File: config.mk
export PLATFORM = sky130hd
export DESIGN_NAME = fit_block_allocator
export DESIGN_NICKNAME = d
export VERILOG_FILES = /design/src/sv/fba_pkg.sv /design/src/sv/fit_block_allocator.sv
export SDC_FILE = /design/constraint.sdc
export NUM_CORES = 1
export LEC_CHECK = 0
export ABC_AREA = 1
export BUFFER_PORTS_ARGS = -buffer_cell sky130_fd_sc_hd__buf_2
export CORE_MARGIN = 5
export CORE_UTILIZATION = 60
export DETAILED_ROUTE_END_ITERATION = 10
export MAX_ROUTING_LAYER = met4
export PLACE_DENSITY_LB_ADDON = 0.25
export SYNTH_ARGS = -nofsm -noshare
export SYNTH_HDL_FRONTEND = slang
export SYNTH_SLANG_ARGS = --single-unit
File: constraint.sdc
create_clock -name clock -period 4.5 [get_ports clock]
set_input_delay 0.45 -clock clock [delete_from_list [all_inputs] [get_ports clock]]
set_output_delay 0.45 -clock clock [all_outputs]
set_load 0.01 [all_outputs]
File: src/sv/fba_pkg.sv
// Package with shared sizes and codes for the fit block allocator.
`timescale 1ns / 1ps

package fba_pkg;

   localparam int NUM_BLOCKS = 16;
   localparam int SIZE_BITS  = 16;
   localparam int IDX_W      = $clog2(NUM_BLOCKS);
   localparam int CNT_W      = IDX_W + 1;

   // Fixed field widths of the channels.
   localparam int LOAD_IDX_W  = 4;
   localparam int FIELD_W     = 16;
   localparam int POLICY_W    = 2;
   localparam int BLOCKS_W    = 5;
   localparam int CSR_DATA_W  = 5;
   localparam int REQ_DATA_W  = 40;
   localparam int RSP_DATA_W  = 24;

   typedef logic [POLICY_W-1:0] policy_type;
   localparam policy_type POLICY_FIRST = 2'd0;
   localparam policy_type POLICY_BEST  = 2'd1;
   localparam policy_type POLICY_WORST = 2'd2;

   localparam logic ACT_LOAD  = 1'b0;
   localparam logic ACT_ALLOC = 1'b1;

   localparam logic CSR_FIT_POLICY    = 1'b0;
   localparam logic CSR_BLOCKS_IN_USE = 1'b1;

   localparam logic [BLOCKS_W-1:0] BLOCKS_RESET = 5'd16;

endpackage

File: src/sv/fit_block_allocator.sv
// Fit block allocator: free-space table in a memory, scanned once per allocate request.
// A load gives no transaction. An allocate steps through accept, reads of the first N
// entries, drain and write-back, N = min(blocks_in_use, 16); with N zero the scan and
// drain are skipped. A waiting result holds the write-back. Requests are taken only
// in idle, one load per cycle, none during an allocate until its write-back is done.
// Reset: synchronous, active high; the table reads as all zero through valid bits.
`timescale 1ns / 1ps

module fit_block_allocator
   import fba_pkg::*;
(
   input  logic                  clock,
   input  logic                  reset,
   input  logic                  req_tvalid,
   output logic                  req_tready,
   // tdata: load_index [3:0], load_size [19:4], request_size [35:20], zeros above.
   input  logic [REQ_DATA_W-1:0] req_tdata,
   // tuser: action.
   input  logic                  req_tuser,
   output logic                  rsp_tvalid,
   input  logic                  rsp_tready,
   // tdata: granted [0], chosen_block [4:1], space_left [20:5], zeros above.
   output logic [RSP_DATA_W-1:0] rsp_tdata,
   input  logic                  csr_we,
   input  logic                  csr_index,
   input  logic [CSR_DATA_W-1:0] csr_wdata
);

   typedef enum logic [1:0] {ST_IDLE, ST_SCAN, ST_DRAIN, ST_WRITE} state_type;

   logic [SIZE_BITS-1:0] mem [NUM_BLOCKS];

   state_type            state_ff, state_in;
   logic [NUM_BLOCKS-1:0] valid_ff, valid_in;
   policy_type           policy_ff, policy_in;
   logic [BLOCKS_W-1:0]  blocks_ff, blocks_in;
   logic [CNT_W-1:0]     scan_idx_ff, scan_idx_in;
   logic [CNT_W-1:0]     count_ff, count_in;
   logic                 pend_ff, pend_in;
   logic [IDX_W-1:0]     pend_idx_ff, pend_idx_in;
   logic                 found_ff, found_in;
   logic [IDX_W-1:0]     pick_ff, pick_in;
   logic [SIZE_BITS-1:0] pick_val_ff, pick_val_in;
   logic [SIZE_BITS-1:0] req_size_ff, req_size_in;
   logic                 rsp_valid_ff, rsp_valid_in;
   logic [RSP_DATA_W-1:0] rsp_data_ff, rsp_data_in;

   logic [SIZE_BITS-1:0] rd_data_ff;
   logic                 rd_vld_ff;
   logic [IDX_W-1:0]     rd_addr;

   logic                 mem_we;
   logic [IDX_W-1:0]     mem_waddr;
   logic [SIZE_BITS-1:0] mem_wdata;

   logic                 req_fire;
   logic [LOAD_IDX_W-1:0] f_load_index;
   logic [SIZE_BITS-1:0] f_load_size;
   logic [SIZE_BITS-1:0] f_request_size;
   logic [CNT_W-1:0]     count_now;
   logic [SIZE_BITS-1:0] cand;
   logic                 take;
   logic                 slot_free;
   logic [SIZE_BITS-1:0] left_val;

   assign req_tready = (state_ff == ST_IDLE);
   assign req_fire   = req_tvalid && req_tready;
   assign rsp_tvalid = rsp_valid_ff;
   assign rsp_tdata  = rsp_data_ff;

   assign f_load_index   = req_tdata[3:0];
   assign f_load_size    = SIZE_BITS'(req_tdata[19:4]);
   assign f_request_size = SIZE_BITS'(req_tdata[35:20]);

   // A search count above the table depth is clamped to the depth.
   assign count_now = (32'(blocks_ff) > 32'(NUM_BLOCKS)) ? CNT_W'(NUM_BLOCKS)
                                                         : CNT_W'(blocks_ff);

   assign rd_addr = scan_idx_ff[IDX_W-1:0];

   // An entry never loaded since reset reads as zero.
   assign cand = rd_vld_ff ? rd_data_ff : '0;
   assign take = pend_ff && (cand >= req_size_ff) &&
                 (!found_ff ||
                  ((policy_ff == POLICY_BEST)  && (cand < pick_val_ff)) ||
                  ((policy_ff == POLICY_WORST) && (cand > pick_val_ff)));

   assign slot_free = !rsp_valid_ff || rsp_tready;
   assign left_val  = pick_val_ff - req_size_ff;

   always_comb begin
      state_in     = state_ff;
      valid_in     = valid_ff;
      policy_in    = policy_ff;
      blocks_in    = blocks_ff;
      scan_idx_in  = scan_idx_ff;
      count_in     = count_ff;
      pend_in      = 1'b0;
      pend_idx_in  = rd_addr;
      found_in     = found_ff;
      pick_in      = pick_ff;
      pick_val_in  = pick_val_ff;
      req_size_in  = req_size_ff;
      rsp_valid_in = rsp_valid_ff && !rsp_tready;
      rsp_data_in  = rsp_data_ff;
      mem_we       = 1'b0;
      mem_waddr    = pick_ff;
      mem_wdata    = left_val;

      if (csr_we) begin
         case (csr_index)
            CSR_FIT_POLICY:    policy_in = csr_wdata[POLICY_W-1:0];
            CSR_BLOCKS_IN_USE: blocks_in = csr_wdata[BLOCKS_W-1:0];
            default:           ;
         endcase
      end

      if (take) begin
         found_in    = 1'b1;
         pick_in     = pend_idx_ff;
         pick_val_in = cand;
      end

      case (state_ff)
         ST_IDLE: begin
            if (req_fire) begin
               if (req_tuser == ACT_LOAD) begin
                  if (32'(f_load_index) < 32'(NUM_BLOCKS)) begin
                     mem_we    = 1'b1;
                     mem_waddr = IDX_W'(f_load_index);
                     mem_wdata = f_load_size;
                     valid_in[IDX_W'(f_load_index)] = 1'b1;
                  end
               end else begin
                  req_size_in = f_request_size;
                  found_in    = 1'b0;
                  pick_in     = '0;
                  pick_val_in = '0;
                  scan_idx_in = '0;
                  count_in    = count_now;
                  state_in    = (count_now == '0) ? ST_WRITE : ST_SCAN;
               end
            end
         end
         ST_SCAN: begin
            pend_in     = 1'b1;
            scan_idx_in = scan_idx_ff + CNT_W'(1);
            if (scan_idx_ff + CNT_W'(1) == count_ff) begin
               state_in = ST_DRAIN;
            end
         end
         ST_DRAIN: begin
            state_in = ST_WRITE;
         end
         ST_WRITE: begin
            if (slot_free) begin
               rsp_valid_in = 1'b1;
               if (found_ff) begin
                  mem_we      = 1'b1;
                  rsp_data_in = RSP_DATA_W'({FIELD_W'(left_val),
                                             LOAD_IDX_W'(pick_ff), 1'b1});
               end else begin
                  rsp_data_in = '0;
               end
               state_in = ST_IDLE;
            end
         end
         default: state_in = ST_IDLE;
      endcase
   end

   always_ff @(posedge clock) begin
      if (reset) begin
         state_ff     <= ST_IDLE;
         valid_ff     <= '0;
         policy_ff    <= POLICY_FIRST;
         blocks_ff    <= BLOCKS_RESET;
         pend_ff      <= 1'b0;
         found_ff     <= 1'b0;
         rsp_valid_ff <= 1'b0;
      end else begin
         state_ff     <= state_in;
         valid_ff     <= valid_in;
         policy_ff    <= policy_in;
         blocks_ff    <= blocks_in;
         pend_ff      <= pend_in;
         found_ff     <= found_in;
         rsp_valid_ff <= rsp_valid_in;
      end
      scan_idx_ff <= scan_idx_in;
      count_ff    <= count_in;
      pend_idx_ff <= pend_idx_in;
      pick_ff     <= pick_in;
      pick_val_ff <= pick_val_in;
      req_size_ff <= req_size_in;
      rsp_data_ff <= rsp_data_in;
   end

   // Free-space table: one write port, one registered read port.
   always_ff @(posedge clock) begin
      if (mem_we) begin
         mem[mem_waddr] <= mem_wdata;
      end
      rd_data_ff <= mem[rd_addr];
      rd_vld_ff  <= valid_ff[rd_addr];
   end

`ifndef SYNTH
   a_rsp_from_write: assert property (@(posedge clock) disable iff (reset)
      $rose(rsp_valid_ff) |-> $past(state_ff == ST_WRITE))
      else $error("result raised outside the write-back step");

   a_no_write_in_scan: assert property (@(posedge clock) disable iff (reset)
      (state_ff == ST_SCAN || state_ff == ST_DRAIN) |-> !mem_we)
      else $error("table written during a scan");

   a_pick_fits: assert property (@(posedge clock) disable iff (reset)
      (state_ff == ST_WRITE && found_ff) |-> (pick_val_ff >= req_size_ff))
      else $error("chosen block cannot hold the request");
`endif

endmodule

==> results.sh <==
export IMPL_critical_path_class="flip-flop to flip-flop"
export IMPL_max_slew_worst_pin_slew_ps=1150
export IMPL_h_tree_depth=2
export IMPL_synth_seq_area_share_pct=64.2
export IMPL_gr_usage_all_layers_pct=25.3
export IMPL_fp_row_count=60
export IMPL_ys_warn_count=0
export IMPL_synthTopCellsByArea="edfxtp_1, dfxtp_1, a21oi_1"
export IMPL_cts_resized=0
export IMPL_finalCritPeriodShare_pct=75.0
export IMPL_hp_class="input pin to flip-flop"
export IMPL_synth_cell_types=41
export IMPL_synth_top_cell_area_share_pct=55.8
export IMPL_drive_gt1_share_pct=13.1
export IMPL_avgSynthCellArea_um2=11.4
export IMPL_cts_sinks=372
export IMPL_cts_root_buf="clkbuf_16"
export IMPL_clk_pin_slew_worst_paths_ps=60
export IMPL_start_util_pct=60.7
export IMPL_layout_nets=1626
export IMPL_synth_largest_area_cell="edfxtp_1"
export IMPL_cp_common_cell="inv_2"
export IMPL_outcome="completed"
export IMPL_critPathSlowestCell="nor2_2"
export IMPL_dp_hpwl_um=23200
export IMPL_die_w_um=175
export IMPL_cellLeakagePower_nw=7.34
export IMPL_postRouteAntennaNets=0
export IMPL_synthAdderAreaFrac_pct=3.88
export IMPL_yosys_area_share_simple_pct=8.49
export IMPL_path_buf_inv=4
export IMPL_p_per_area_nw_per_um2=634
export IMPL_finalHoldViolations=0
export IMPL_cap_violations=0
export IMPL_grt_start_max_net_pins=142
export IMPL_arrival_ps=3610
export IMPL_cts_tree="done"
export IMPL_area_growth_pct=12.9
export IMPL_ios=78
export IMPL_setup_tns_ps=0
export IMPL_wire_per_inst_um=19.8
export IMPL_ys_ff_latch=372
export IMPL_grt_pass1_wl_um=58700
export IMPL_core_um2=26900
export IMPL_synth_compound_area_share_pct=12.0
export IMPL_synth_area_mux_share_pct=3.93
export IMPL_clock_skew_ps=23.2
export IMPL_synth_top_family_by_area="compound AO/OA/AOI/OAI gates"
export IMPL_required_ps=4730
export IMPL_end_kind="flip-flop"
export IMPL_max_stage_delay_ps=650
export IMPL_vdd_drop_max_uv=392
export IMPL_antenna_cells=0
export IMPL_p_seq_share_pct=41.9
export IMPL_synth_xor_area_share_pct=1.02
export IMPL_fmax_ghz=0.296
export IMPL_grt_setup_unrepaired="no"
export IMPL_cts_buffers_inserted=39
export IMPL_die_height_um=175
export IMPL_cp_cell_sequence="inv_1 > ha_1 > inv_2 > nor3_4 > inv_2 > a21oi_1 > nand3_1 > nor2_2 > buf_4"
export IMPL_cts_buffer_depth=3
export IMPL_p_int_mw=7.70
export IMPL_grt_pass1_vias=10500
export IMPL_power_frac_comb_pct=31.0
export IMPL_hold_buffers=0
export IMPL_die_area_um2=30600
export IMPL_pre_cts_ws_ps=1200
export IMPL_syn_inst=1437
export IMPL_power_share_clock_pct=27.1
export IMPL_ys_async_sr_fraction_pct=0
export IMPL_vias_per_cell=5.81
export IMPL_place_gp_congestion=0.869
export IMPL_drtIter0Drc=1306
export IMPL_cp_top_family="simple AND/OR/NAND/NOR gates"
export IMPL_synth_area_um2=16300
export IMPL_dr_pass1_iters=5
export IMPL_p_sw_mw=3.97
export IMPL_vias=11000
export IMPL_clock_latency_ps=530
export IMPL_ys_flop_type="edfxtp_1"
export IMPL_setup_ws_ps=1130
export IMPL_slew_viol_final=0
export IMPL_synth_edf_count=303
export IMPL_max_slew_margin_pct=23.1
export IMPL_start_kind="flip-flop"
export IMPL_drcViolationCount=0
export IMPL_finalSetupViolCount=0
export IMPL_io_buffers=70
export IMPL_gr_total_overflow=0
export IMPL_worstPathMaxFanout=15
export IMPL_cts_setup_buffers=0
export IMPL_drt_wl_total_um=37500
export IMPL_period_needed_ps=3370
export IMPL_antenna_found_initial=0
export IMPL_swShare_pct=34.0
## cell families (layout without fill, tap and decap cells)
group,Yosys count,count (layout)
compound gates,349,349
buf+inv,253,366
fa+ha+maj,50,50
flops,372,372
other cells,1,3
mux,64,64
simple gates,329,329
xor+xnor,19,19
## through the flow
step / hold slack, ps / util, % / instance area (um^2) / std cells / power [mW]
5_1_grt: 85.6 / 68.5 / 18400 / 1893 / 12.3
2_1_floorplan: 343 / - / 16300 / 1439 / 7.28
6_report: 103 / 68.5 / 18400 / 1893 / 11.7
3_3_place_gp: 442 / 63.8 / 17100 / 1824 / 8.39
4_1_cts: 87.2 / 68.5 / 18400 / 1893 / 11.7
3_5_place_dp: 451 / 63.8 / 17100 / 1824 / 8.51
## synth_stat cells, types with 4 or more instances
cell and instances:
edfxtp_1 303, inv_1 176, nand2_1 151, a21oi_1 140, o21ai_0 115, nor2_1 95, dfxtp_1 69, o211ai_1 65
mux2i_1 64, nand3_1 63, ha_1 49, clkbuf_1 34, buf_2 16, xor2_1 11, buf_4 10, xnor2_1 8
buf_1 7, nor3_1 7, o21ai_1 6, a31oi_1 5, buf_6 5, nand4_1 5, a21o_1 4, inv_2 4
o21a_1 4
## worst reg2reg max path: stages (launching register included)
cell and delay [ps]:
dfxtp_1 330, inv_1 100, ha_1 270, inv_2 110, nor3_4 500, inv_2 160
a21oi_1 340, nand3_1 280, nor2_2 650, buf_4 330
## layer usage
| metal | GRT usage, % | vias up | wire [um] |
|---|---|---|---|
| met1 | 34.4 | 5322 | 15800 |
| met4 | 6.12 | 0 | 771 |
| met5 | - | - | 0 |
| li1 | - | 5205 | - |
| met3 | 3.40 | 61 | 2900 |
| met2 | 41.1 | 415 | 18100 |
## cells in the final DEF, fill, tap and decap left out, types with 2 or more instances in the layout
cell and instances:
o21a_1 4, buf_2 70, o21ai_0 115, nor3_1 6, clkinvlp_4 3, conb_1 3
buf_4 45, clkbuf_16 41, nor2_2 16, a31oi_1 5, xor2_1 11, inv_2 5
nand3_1 63, a21o_1 4, nand2_1 151, nand3_2 2, a21oi_1 139, dfxtp_1 69
edfxtp_1 303, o211ai_1 65, a21boi_0 3, clkinv_1 5, clkbuf_8 3, clkbuf_1 6
ha_1 49, inv_1 175, bufinv_16 3, nand4_1 5, o21bai_1 3, xnor2_1 8
mux2i_1 64, o21ai_1 6, clkinv_2 7, nor2_1 79
## sequential cells by signal (all words and copies together), names as in the netlist
register     count
blocks_ff        5
count_ff         5
found_ff         1
mem            256
pend_ff          1
pend_idx_ff      4
pick_ff          4
pick_val_ff     16
policy_ff        2
rd_data_ff      16
rd_vld_ff        1
req_size_ff     16
rsp_tdata       21
rsp_tvalid       1
scan_idx_ff      5
state_ff         2
valid_ff        16
## power by group through the flow
| stage | Clock (mW) | Combinational, mW | Sequential (mW) |
|---|---|---|---|
| floorplan | 0 | 2.41 | 4.87 |
| global placement | 0 | 3.45 | 4.94 |
| detailed placement | 0 | 3.56 | 4.95 |
| CTS | 3.20 | 3.60 | 4.88 |
| global route | 3.36 | 4.03 | 4.92 |
| finish | 3.16 | 3.62 | 4.89 |
## layout make-up
type	count	area (um^2)
sequential	372	10500
clock inverter	19	188
clock buffer	50	1090
fill	1925	8460
multi-input combinational	814	4850
timing repair buffer	116	708
tap	341	427
inverter	181	679
## final timing paths
path                     end          start  cells past startpoint  slack [ps]
max                mem[4][0]    state_ff[1]                      9        1130
min          req_size_ff[13]  req_tdata[33]                      1         100
max reg2reg        mem[4][0]    state_ff[1]                      9        1130
min reg2reg      valid_ff[3]    valid_ff[3]                      2         460
Note: power is estimated with default switching activity, not from simulation.
